$ cat config.mk
export PLATFORM = sky130hd
export DESIGN_NAME = card_number_luhn_check_top
export DESIGN_NICKNAME = d
export VERILOG_FILES = /design/src/sv/clc_pkg.sv /design/src/sv/clc_fifo.sv /design/src/sv/clc_front.sv /design/src/sv/clc_back.sv /design/src/sv/card_number_luhn_check_top.sv
export SDC_FILE = /design/constraint.sdc
export NUM_CORES = 1
export LEC_CHECK = 0
export ABC_AREA = 1
export BUFFER_PORTS_ARGS = -buffer_cell sky130_fd_sc_hd__buf_2
export CORE_UTILIZATION = 30
export DETAILED_ROUTE_END_ITERATION = 6
export PLACE_DENSITY = 0.44
export SETUP_SLACK_MARGIN = 0.4
export SYNTH_ARGS = -nofsm -noshare
export SYNTH_HDL_FRONTEND = slang
export SYNTH_SLANG_ARGS = --single-unit
$ cat constraint.sdc
create_clock -name clk -period 11 [get_ports clk]
set_input_delay 1.1 -clock clk [delete_from_list [all_inputs] [get_ports clk]]
set_output_delay 1.1 -clock clk [all_outputs]
set_load 0.02 [all_outputs]
$ cat src/sv/clc_pkg.sv
`timescale 1ns / 1ps
// Shared types, codes and helper functions of the card number check block.
package clc_pkg;

	localparam int unsigned CHAR_W   = 8;
	localparam int unsigned DIGIT_W  = 4;
	localparam int unsigned COUNT_W  = 5;
	localparam int unsigned PREFIX_W = 14;
	localparam int unsigned SUM_W    = 4;
	localparam int unsigned CLASS_W  = 3;

	localparam logic [COUNT_W-1:0] DIGIT_SAT  = 5'd20;
	localparam logic [COUNT_W-1:0] PREFIX_LEN = 5'd4;
	localparam logic [COUNT_W-1:0] LEN_MIN    = 5'd12;
	localparam logic [COUNT_W-1:0] LEN_MAX    = 5'd19;

	localparam logic [CHAR_W-1:0] CHAR_ZERO = 8'd48;
	localparam logic [CHAR_W-1:0] CHAR_NINE = 8'd57;

	// Network class codes
	localparam logic [CLASS_W-1:0] CLASS_A      = 3'd0;
	localparam logic [CLASS_W-1:0] CLASS_B      = 3'd1;
	localparam logic [CLASS_W-1:0] CLASS_C      = 3'd2;
	localparam logic [CLASS_W-1:0] CLASS_D      = 3'd3;
	localparam logic [CLASS_W-1:0] CLASS_PREFIX = 3'd4;
	localparam logic [CLASS_W-1:0] CLASS_OTHER  = 3'd5;

	// Classified character, carried from front to back
	typedef struct packed {
		logic               is_digit;
		logic [DIGIT_W-1:0] digit;
		logic               is_last;
	} clc_item_t;

	// One result transaction
	typedef struct packed {
		logic               valid_res;
		logic [CLASS_W-1:0] card_class;
		logic [COUNT_W-1:0] digit_length;
	} clc_result_t;

	// Luhn doubling of one digit
	function automatic logic [SUM_W-1:0] luhn_double(input logic [DIGIT_W-1:0] d);
		logic [DIGIT_W:0] v;
		v = {d, 1'b0};
		if (v > 5'd9) begin
			v = v - 5'd9;
		end
		return v[SUM_W-1:0];
	endfunction

	// Add two values below ten, mod ten
	function automatic logic [SUM_W-1:0] add_mod10(input logic [SUM_W-1:0] a,
		input logic [SUM_W-1:0] b);
		logic [SUM_W:0] s;
		s = {1'b0, a} + {1'b0, b};
		if (s >= 5'd10) begin
			s = s - 5'd10;
		end
		return s[SUM_W-1:0];
	endfunction

	// Network class from prefix and length, first match wins
	function automatic logic [CLASS_W-1:0] pick_class(input logic [PREFIX_W-1:0] p,
		input logic [COUNT_W-1:0] len);
		logic [CLASS_W-1:0] c;
		if ((len == 5'd13 || len == 5'd16) && (p inside {[14'd4000:14'd4999]})) begin
			c = CLASS_A;
		end else if (len == 5'd16 && ((p inside {[14'd5100:14'd5599]}) ||
			(p inside {[14'd2221:14'd2720]}))) begin
			c = CLASS_B;
		end else if (len == 5'd15 && (p inside {[14'd3400:14'd3499], [14'd3700:14'd3799]})) begin
			c = CLASS_C;
		end else if ((len inside {[5'd14:5'd19]}) && (p inside {[14'd3600:14'd3699]})) begin
			c = CLASS_D;
		end else if (p inside {14'd5018, 14'd5020, 14'd5038, 14'd5893, 14'd6304,
			14'd6759, 14'd6761, 14'd6762, 14'd6763}) begin
			c = CLASS_PREFIX;
		end else begin
			c = CLASS_OTHER;
		end
		return c;
	endfunction

endpackage

$ cat src/sv/clc_fifo.sv
`timescale 1ns / 1ps
// Small register-based FIFO queue used between the block's stages.
module clc_fifo #(
	parameter int unsigned WIDTH = 6,
	parameter int unsigned DEPTH = 4
) (
	input  logic             clk,
	input  logic             arst_n,
	input  logic             wr_en,
	input  logic [WIDTH-1:0] wr_data,
	output logic             full,
	input  logic             rd_en,
	output logic [WIDTH-1:0] rd_data,
	output logic             empty
);

	localparam int unsigned PTR_W = (DEPTH > 1) ? $clog2(DEPTH) : 1;
	localparam int unsigned CNT_W = $clog2(DEPTH + 1);

	logic [WIDTH-1:0] mem_q [DEPTH];
	logic [PTR_W-1:0] wr_ptr_q;
	logic [PTR_W-1:0] rd_ptr_q;
	logic [CNT_W-1:0] count_q;
	logic             do_wr;
	logic             do_rd;

	assign full    = (count_q == CNT_W'(DEPTH));
	assign empty   = (count_q == '0);
	assign do_wr   = wr_en && !full;
	assign do_rd   = rd_en && !empty;
	assign rd_data = mem_q[rd_ptr_q];

	// Store the incoming transaction
	always_ff @(posedge clk) begin
		if (do_wr) begin
			mem_q[wr_ptr_q] <= wr_data;
		end
	end

	// Advance pointers and occupancy
	always_ff @(posedge clk or negedge arst_n) begin
		if (!arst_n) begin
			wr_ptr_q <= '0;
			rd_ptr_q <= '0;
			count_q  <= '0;
		end else begin
			if (do_wr) begin
				wr_ptr_q <= (wr_ptr_q == PTR_W'(DEPTH - 1)) ? '0 : wr_ptr_q + 1'b1;
			end
			if (do_rd) begin
				rd_ptr_q <= (rd_ptr_q == PTR_W'(DEPTH - 1)) ? '0 : rd_ptr_q + 1'b1;
			end
			if (do_wr && !do_rd) begin
				count_q <= count_q + 1'b1;
			end else if (do_rd && !do_wr) begin
				count_q <= count_q - 1'b1;
			end
		end
	end

endmodule

$ cat src/sv/clc_front.sv
`timescale 1ns / 1ps
// Front end: accepts character bytes, classifies them and queues them for the back end.
module clc_front #(
	parameter int unsigned QUEUE_DEPTH = 4
) (
	input  logic                clk,
	input  logic                arst_n,
	input  logic                push,
	output logic                full,
	input  logic [7:0]          char_byte,
	input  logic                is_last,
	input  logic                take,
	output clc_pkg::clc_item_t  item,
	output logic                item_empty
);

	clc_pkg::clc_item_t cls;
	logic [7:0]         offs;

	// Classify the byte: digit flag and value
	always_comb begin
		offs         = char_byte - clc_pkg::CHAR_ZERO;
		cls.is_digit = (char_byte >= clc_pkg::CHAR_ZERO) && (char_byte <= clc_pkg::CHAR_NINE);
		cls.digit    = offs[clc_pkg::DIGIT_W-1:0];
		cls.is_last  = is_last;
	end

	// Hold classified transactions until the back end takes them
	clc_fifo #(
		.WIDTH ($bits(clc_pkg::clc_item_t)),
		.DEPTH (QUEUE_DEPTH)
	) u_queue (
		.clk     (clk),
		.arst_n  (arst_n),
		.wr_en   (push),
		.wr_data (cls),
		.full    (full),
		.rd_en   (take),
		.rd_data (item),
		.empty   (item_empty)
	);

endmodule

$ cat src/sv/clc_back.sv
`timescale 1ns / 1ps
// Back end: Luhn sums, digit count and prefix; forms one result per number.
module clc_back (
	input  logic                 clk,
	input  logic                 arst_n,
	input  clc_pkg::clc_item_t   item,
	input  logic                 item_empty,
	output logic                 take,
	input  logic                 res_full,
	output logic                 res_push,
	output clc_pkg::clc_result_t res_data
);

	logic [clc_pkg::COUNT_W-1:0]  digit_count_q;
	logic [clc_pkg::PREFIX_W-1:0] prefix_value_q;
	logic [clc_pkg::SUM_W-1:0]    sum_even_q;
	logic [clc_pkg::SUM_W-1:0]    sum_odd_q;

	logic [clc_pkg::COUNT_W-1:0]  count_n;
	logic [clc_pkg::PREFIX_W-1:0] prefix_n;
	logic [clc_pkg::SUM_W-1:0]    even_n;
	logic [clc_pkg::SUM_W-1:0]    odd_n;
	logic [clc_pkg::SUM_W-1:0]    dbl;
	logic [clc_pkg::SUM_W-1:0]    digit_ext;
	logic [clc_pkg::SUM_W-1:0]    sel_sum;
	logic                         ok;

	assign take     = !item_empty && !res_full;
	assign res_push = take && item.is_last;

	// Fold one digit into the running state
	always_comb begin
		digit_ext = item.digit;
		dbl       = clc_pkg::luhn_double(item.digit);
		count_n   = digit_count_q;
		prefix_n  = prefix_value_q;
		even_n    = sum_even_q;
		odd_n     = sum_odd_q;
		if (item.is_digit) begin
			if (!digit_count_q[0]) begin
				even_n = clc_pkg::add_mod10(sum_even_q, dbl);
				odd_n  = clc_pkg::add_mod10(sum_odd_q, digit_ext);
			end else begin
				even_n = clc_pkg::add_mod10(sum_even_q, digit_ext);
				odd_n  = clc_pkg::add_mod10(sum_odd_q, dbl);
			end
			if (digit_count_q < clc_pkg::PREFIX_LEN) begin
				prefix_n = (prefix_value_q << 3) + (prefix_value_q << 1)
					+ clc_pkg::PREFIX_W'(item.digit);
			end
			if (digit_count_q < clc_pkg::DIGIT_SAT) begin
				count_n = digit_count_q + 1'b1;
			end
		end
	end

	// Form the result: check digit is never doubled, so length parity picks the sum
	always_comb begin
		sel_sum               = count_n[0] ? odd_n : even_n;
		ok                    = (count_n >= clc_pkg::LEN_MIN) && (count_n <= clc_pkg::LEN_MAX)
			&& (sel_sum == '0);
		res_data.valid_res    = ok;
		res_data.card_class   = ok ? clc_pkg::pick_class(prefix_n, count_n)
			: clc_pkg::CLASS_OTHER;
		res_data.digit_length = count_n;
	end

	// Update state; clear it once a number is finished
	always_ff @(posedge clk or negedge arst_n) begin
		if (!arst_n) begin
			digit_count_q  <= '0;
			prefix_value_q <= '0;
			sum_even_q     <= '0;
			sum_odd_q      <= '0;
		end else if (take) begin
			if (item.is_last) begin
				digit_count_q  <= '0;
				prefix_value_q <= '0;
				sum_even_q     <= '0;
				sum_odd_q      <= '0;
			end else begin
				digit_count_q  <= count_n;
				prefix_value_q <= prefix_n;
				sum_even_q     <= even_n;
				sum_odd_q      <= odd_n;
			end
		end
	end

endmodule

$ cat src/sv/card_number_luhn_check_top.sv
`timescale 1ns / 1ps
// Top level of the card number Luhn check block.
//
// Feed the card number one character byte per cycle through push/full; bytes other
// than ASCII '0'..'9' are skipped, and the byte with is_last set closes the number.
// The block sustains one byte per clock while the result queue has room: the back end
// folds each queued byte into its Luhn sums, digit count and prefix combinationally and
// registers the new state as it takes the byte. A result enters the output queue as
// the back end takes its last byte from the front queue. QUEUE_DEPTH-entry queues
// between front and back and before the result ports let either side stall alone.
// valid_res flags lengths 12..19 with a Luhn sum of zero mod ten; card_class gives
// the network class only for valid numbers and reads as other otherwise.
module card_number_luhn_check_top #(
	parameter int unsigned QUEUE_DEPTH = 4
) (
	input  logic       clk,
	input  logic       arst_n,
	input  logic       push,
	output logic       full,
	input  logic [7:0] char_byte,
	input  logic       is_last,
	input  logic       pop,
	output logic       empty,
	output logic       valid_res,
	output logic [2:0] card_class,
	output logic [4:0] digit_length
);

	clc_pkg::clc_item_t   item;
	logic                 item_empty;
	logic                 take;
	logic                 res_full;
	logic                 res_push;
	clc_pkg::clc_result_t res_in;
	clc_pkg::clc_result_t res_out;

	clc_front #(
		.QUEUE_DEPTH (QUEUE_DEPTH)
	) u_front (
		.clk        (clk),
		.arst_n     (arst_n),
		.push       (push),
		.full       (full),
		.char_byte  (char_byte),
		.is_last    (is_last),
		.take       (take),
		.item       (item),
		.item_empty (item_empty)
	);

	clc_back u_back (
		.clk        (clk),
		.arst_n     (arst_n),
		.item       (item),
		.item_empty (item_empty),
		.take       (take),
		.res_full   (res_full),
		.res_push   (res_push),
		.res_data   (res_in)
	);

	// Queue results until the consumer pops them
	clc_fifo #(
		.WIDTH ($bits(clc_pkg::clc_result_t)),
		.DEPTH (QUEUE_DEPTH)
	) u_res_queue (
		.clk     (clk),
		.arst_n  (arst_n),
		.wr_en   (res_push),
		.wr_data (res_in),
		.full    (res_full),
		.rd_en   (pop),
		.rd_data (res_out),
		.empty   (empty)
	);

	assign valid_res    = res_out.valid_res;
	assign card_class   = res_out.card_class;
	assign digit_length = res_out.digit_length;

endmodule

==> flow_summary.toml <==
[route]
route.detailed.wl_per_inst_um = 14.0
starting_drt_drc_count = 308
routed-via-count = 5719
drc = 0
ant_nets = 0
drt-vias-per-instance = 4.59
drt_pass1_iterations = 5
drt_wl_total_um = 17500

[floorplan]
floorplan.initialDensity = 0.305
floorplan.die_area_um2 = 24400
fp.coreArea_um2 = 23400
die_h_um = 156
die_x_um = 156
ios = 24
core.rowCount = 56

[job]
maxCapViolCount = 0

[logic_synthesis]
synth-seq-area-share = 0.396
synth.distinct_cells = 45
post_synth_instance_area_um2 = 7140
netlist.area_leader.share = 0.252
synthTopCellsByCount = "sky130_fd_sc_hd__nand2_1 (236), sky130_fd_sc_hd__inv_1 (114), sky130_fd_sc_hd__nor2_1 (84)"
top_count_cell_post_synth = "sky130_fd_sc_hd__nand2_1"
ys_ff_latch = 101
synthesis.nets = 980
yosysTopAreaCell = "sky130_fd_sc_hd__edfxtp_1"
ys.flop_type = "sky130_fd_sc_hd__edfxtp_1"
asyncSetResetFlopFracSynth = 0.406
syn_area_per_cell_um2 = 7.91
postSynthCellCount = 903
yosys-top-cells-area = "sky130_fd_sc_hd__edfxtp_1 (25%), sky130_fd_sc_hd__dfrtp_1 (14%), sky130_fd_sc_hd__nand2_1 (12%), sky130_fd_sc_hd__ha_1 (9.8%), sky130_fd_sc_hd__inv_1 (6.0%)"
ys.warnings.count = 0
synth-edff-count = 60

[final_layout]
insertedDiodeCount = 0
syn2layout_area_growth_pct = 10.6
nFillCells = 2503
final_nets = 1000
drive_gt1_frac = 0.0991

[clock_tree]
htreeDepth = 3
clock_tree.buffer_depth = 2
post-cts-setup-buffer-count = 0
clockRootBuffer = "sky130_fd_sc_hd__clkbuf_16"
cts_tree = "yes"
clock_pin_slew_worst_setup_and_hold_paths_ns = 0.07
cts.repair.resized = 0
cts_hold_buf = 0
cts_made_buffers = 9
cts_num_sinks = 101
worst_skew_pair.late_latency_ns = 0.36

[timing]
timing.setup.tns_ns = 0
slew_headroom = 0.371
setup_viol = 0
grt_setup_unrepaired = "false"
clock_skew_ns = 0.0134
worst-slew-pin-transition_ns = 0.940
fin_crit_ns = 5.39
hold_violations = 0
maxClockFrequency_ghz = 0.186
min_period_over_period = 0.490
final-max-slew-violation-count = 0

[setup_path]
cp.arrival_ns = 5.55
critical_path_peak_fanout = 15
crit_start = "u_front.u_queue.rd_ptr_q[0]"
critPathCaptureType = "flip-flop"
worstPathRequired_ns = 11.17
worstSetupPathType = "flip-flop to flip-flop"
cp-start-kind = "flip-flop"
critical_path.reg2reg.startpoint = "u_front.u_queue.rd_ptr_q[0]"

[grt]
grt_start_max_net_pins = 42
overflow = 0
grt_pass1_wl_um = 28800
grt_antenna_before_repair = 0
grt.total_usage = 0.151
first_global_vias = 5547

[place]
routabilityCongestion = 0.839
hpwl_um = 13100
port-buffer-count = 23

[hold_path]
hold_class = "flip-flop to flip-flop"
worst_min_path_start = "u_back.prefix_value_q[13]"

[status]
run_status = "completed"
critical path, stage by stage, from the launching register on:
cell	delay [ns]
sky130_fd_sc_hd__dfrtp_1	0.55
sky130_fd_sc_hd__inv_2	0.25
sky130_fd_sc_hd__nand2_1	0.08
sky130_fd_sc_hd__a32oi_1	0.71
sky130_fd_sc_hd__inv_1	0.10
sky130_fd_sc_hd__ha_1	0.24
sky130_fd_sc_hd__nor2_1	0.10
sky130_fd_sc_hd__inv_1	0.06
sky130_fd_sc_hd__nand2_1	0.15
sky130_fd_sc_hd__xor2_1	0.25
sky130_fd_sc_hd__inv_1	0.13
sky130_fd_sc_hd__fa_1	0.44
sky130_fd_sc_hd__xnor2_1	0.26
sky130_fd_sc_hd__inv_1	0.08
sky130_fd_sc_hd__ha_1	0.21
sky130_fd_sc_hd__o21ai_0	0.09
sky130_fd_sc_hd__nand3_1	0.13
sky130_fd_sc_hd__nand2_1	0.11
sky130_fd_sc_hd__nand2_1	0.05
sky130_fd_sc_hd__o21ai_0	0.07
sky130_fd_sc_hd__nand2_1	0.06
sky130_fd_sc_hd__nand3_1	0.08
sky130_fd_sc_hd__o21ai_0	0.12
sky130_fd_sc_hd__nor2_1	0.15
sky130_fd_sc_hd__nor2_1	0.07
sky130_fd_sc_hd__nor2_2	0.30
sky130_fd_sc_hd__nand3_1	0.11
sky130_fd_sc_hd__nor2_1	0.22
cell type report:
class | instances | area, um2 | share of cell area
clock buffer | 9 | 225 | 0.0285
clock inverter | 7 | 88.8 | 0.0113
inverter | 130 | 488 | 0.0618
multi-input combinational | 657 | 3740 | 0.474
sequential | 101 | 2830 | 0.358
tap | 319 | 399 | 0.0506
timing repair buffer | 24 | 123 | 0.0155
flip-flops by register name, indices dropped and copies added, names as in the netlist:
name	cells
u_res_queue.mem_q	36
u_front.u_queue.mem_q	24
u_back.prefix_value_q	14
u_back.digit_count_q	5
u_back.sum_even_q	4
u_back.sum_odd_q	4
u_front.u_queue.count_q	3
u_res_queue.count_q	3
u_front.u_queue.rd_ptr_q	2
u_front.u_queue.wr_ptr_q	2
u_res_queue.rd_ptr_q	2
u_res_queue.wr_ptr_q	2
cells by family (layout without fill, tap and decap cells):
family,Yosys count,in the layout,synth area share
AO/OA/AOI/OAI,123,123,0.100
flip-flops,101,101,0.396
AND/OR/NAND/NOR,453,453,0.280
adder cells (fa/ha/maj),64,64,0.121
multiplexers,2,2,0.00315
buffers and inverters,145,170,0.0796
XOR/XNOR,15,15,0.0205
per-layer routing:
metal | vias up | share of wire | global-route usage
met5 | - | 0 | 0
met1 | 2601 | 0.49 | 0.204
met3 | 12 | 0.033 | 0.0271
met4 | 0 | 0.011 | 0.0411
met2 | 80 | 0.47 | 0.248
li1 | 3026 | - | -
placed cells by master, fill, tap and decap left out, types with 3 or more instances in the layout:
master                        n
sky130_fd_sc_hd__a21oi_1     21
sky130_fd_sc_hd__buf_2       23
sky130_fd_sc_hd__clkbuf_16    9
sky130_fd_sc_hd__dfrtp_1     41
sky130_fd_sc_hd__edfxtp_1    60
sky130_fd_sc_hd__fa_1         8
sky130_fd_sc_hd__ha_1        56
sky130_fd_sc_hd__inv_1      114
sky130_fd_sc_hd__inv_2       15
sky130_fd_sc_hd__inv_8        3
sky130_fd_sc_hd__nand2_1    236
sky130_fd_sc_hd__nand2_2     10
sky130_fd_sc_hd__nand3_1     79
sky130_fd_sc_hd__nand3b_1     7
sky130_fd_sc_hd__nand4_1     12
sky130_fd_sc_hd__nor2_1      84
sky130_fd_sc_hd__nor2_2       4
sky130_fd_sc_hd__nor2_4       5
sky130_fd_sc_hd__nor3_1       6
sky130_fd_sc_hd__o21a_1       4
sky130_fd_sc_hd__o21ai_0     56
sky130_fd_sc_hd__o21ai_1      6
sky130_fd_sc_hd__o21ai_2      3
sky130_fd_sc_hd__o22ai_1     22
sky130_fd_sc_hd__xnor2_1      7
sky130_fd_sc_hd__xor2_1       6
through the flow:
step / worst slack, ns / cell area (um2) / hold WS [ns] / instances / utilization
after global routing: 5.06 / 7900 / 0.511 / 1247 / 0.337
after CTS: 5.57 / 7900 / 0.495 / 1247 / 0.337
final: 5.61 / 7900 / 0.484 / 1247 / 0.337
after floorplan: 6.67 / 7140 / 0.449 / 903 / -
after global placement: 5.79 / 7580 / 0.476 / 1231 / 0.324
after detailed placement: 5.61 / 7580 / 0.476 / 1231 / 0.324
final timing paths:
| check | slack, ns | cells after the start | end |
|---|---|---|---|
| max in group asynchronous | 9.74 | 2 | u_res_queue.rd_ptr_q[0] |
| worst min-delay path | 0.48 | 2 | u_back.prefix_value_q[13] |
| min in group asynchronous | 0.82 | 2 | u_back.prefix_value_q[8] |
| worst max-delay path | 5.61 | 27 | u_res_queue.mem_q[0][6] |
| worst min register to register | 0.48 | 2 | u_back.prefix_value_q[13] |
| worst max register to register | 5.61 | 27 | u_res_queue.mem_q[0][6] |
Power is left out: the tool's default activity adds up to more than one toggle a clock period on the data nets, which glitch-free logic cannot reach.
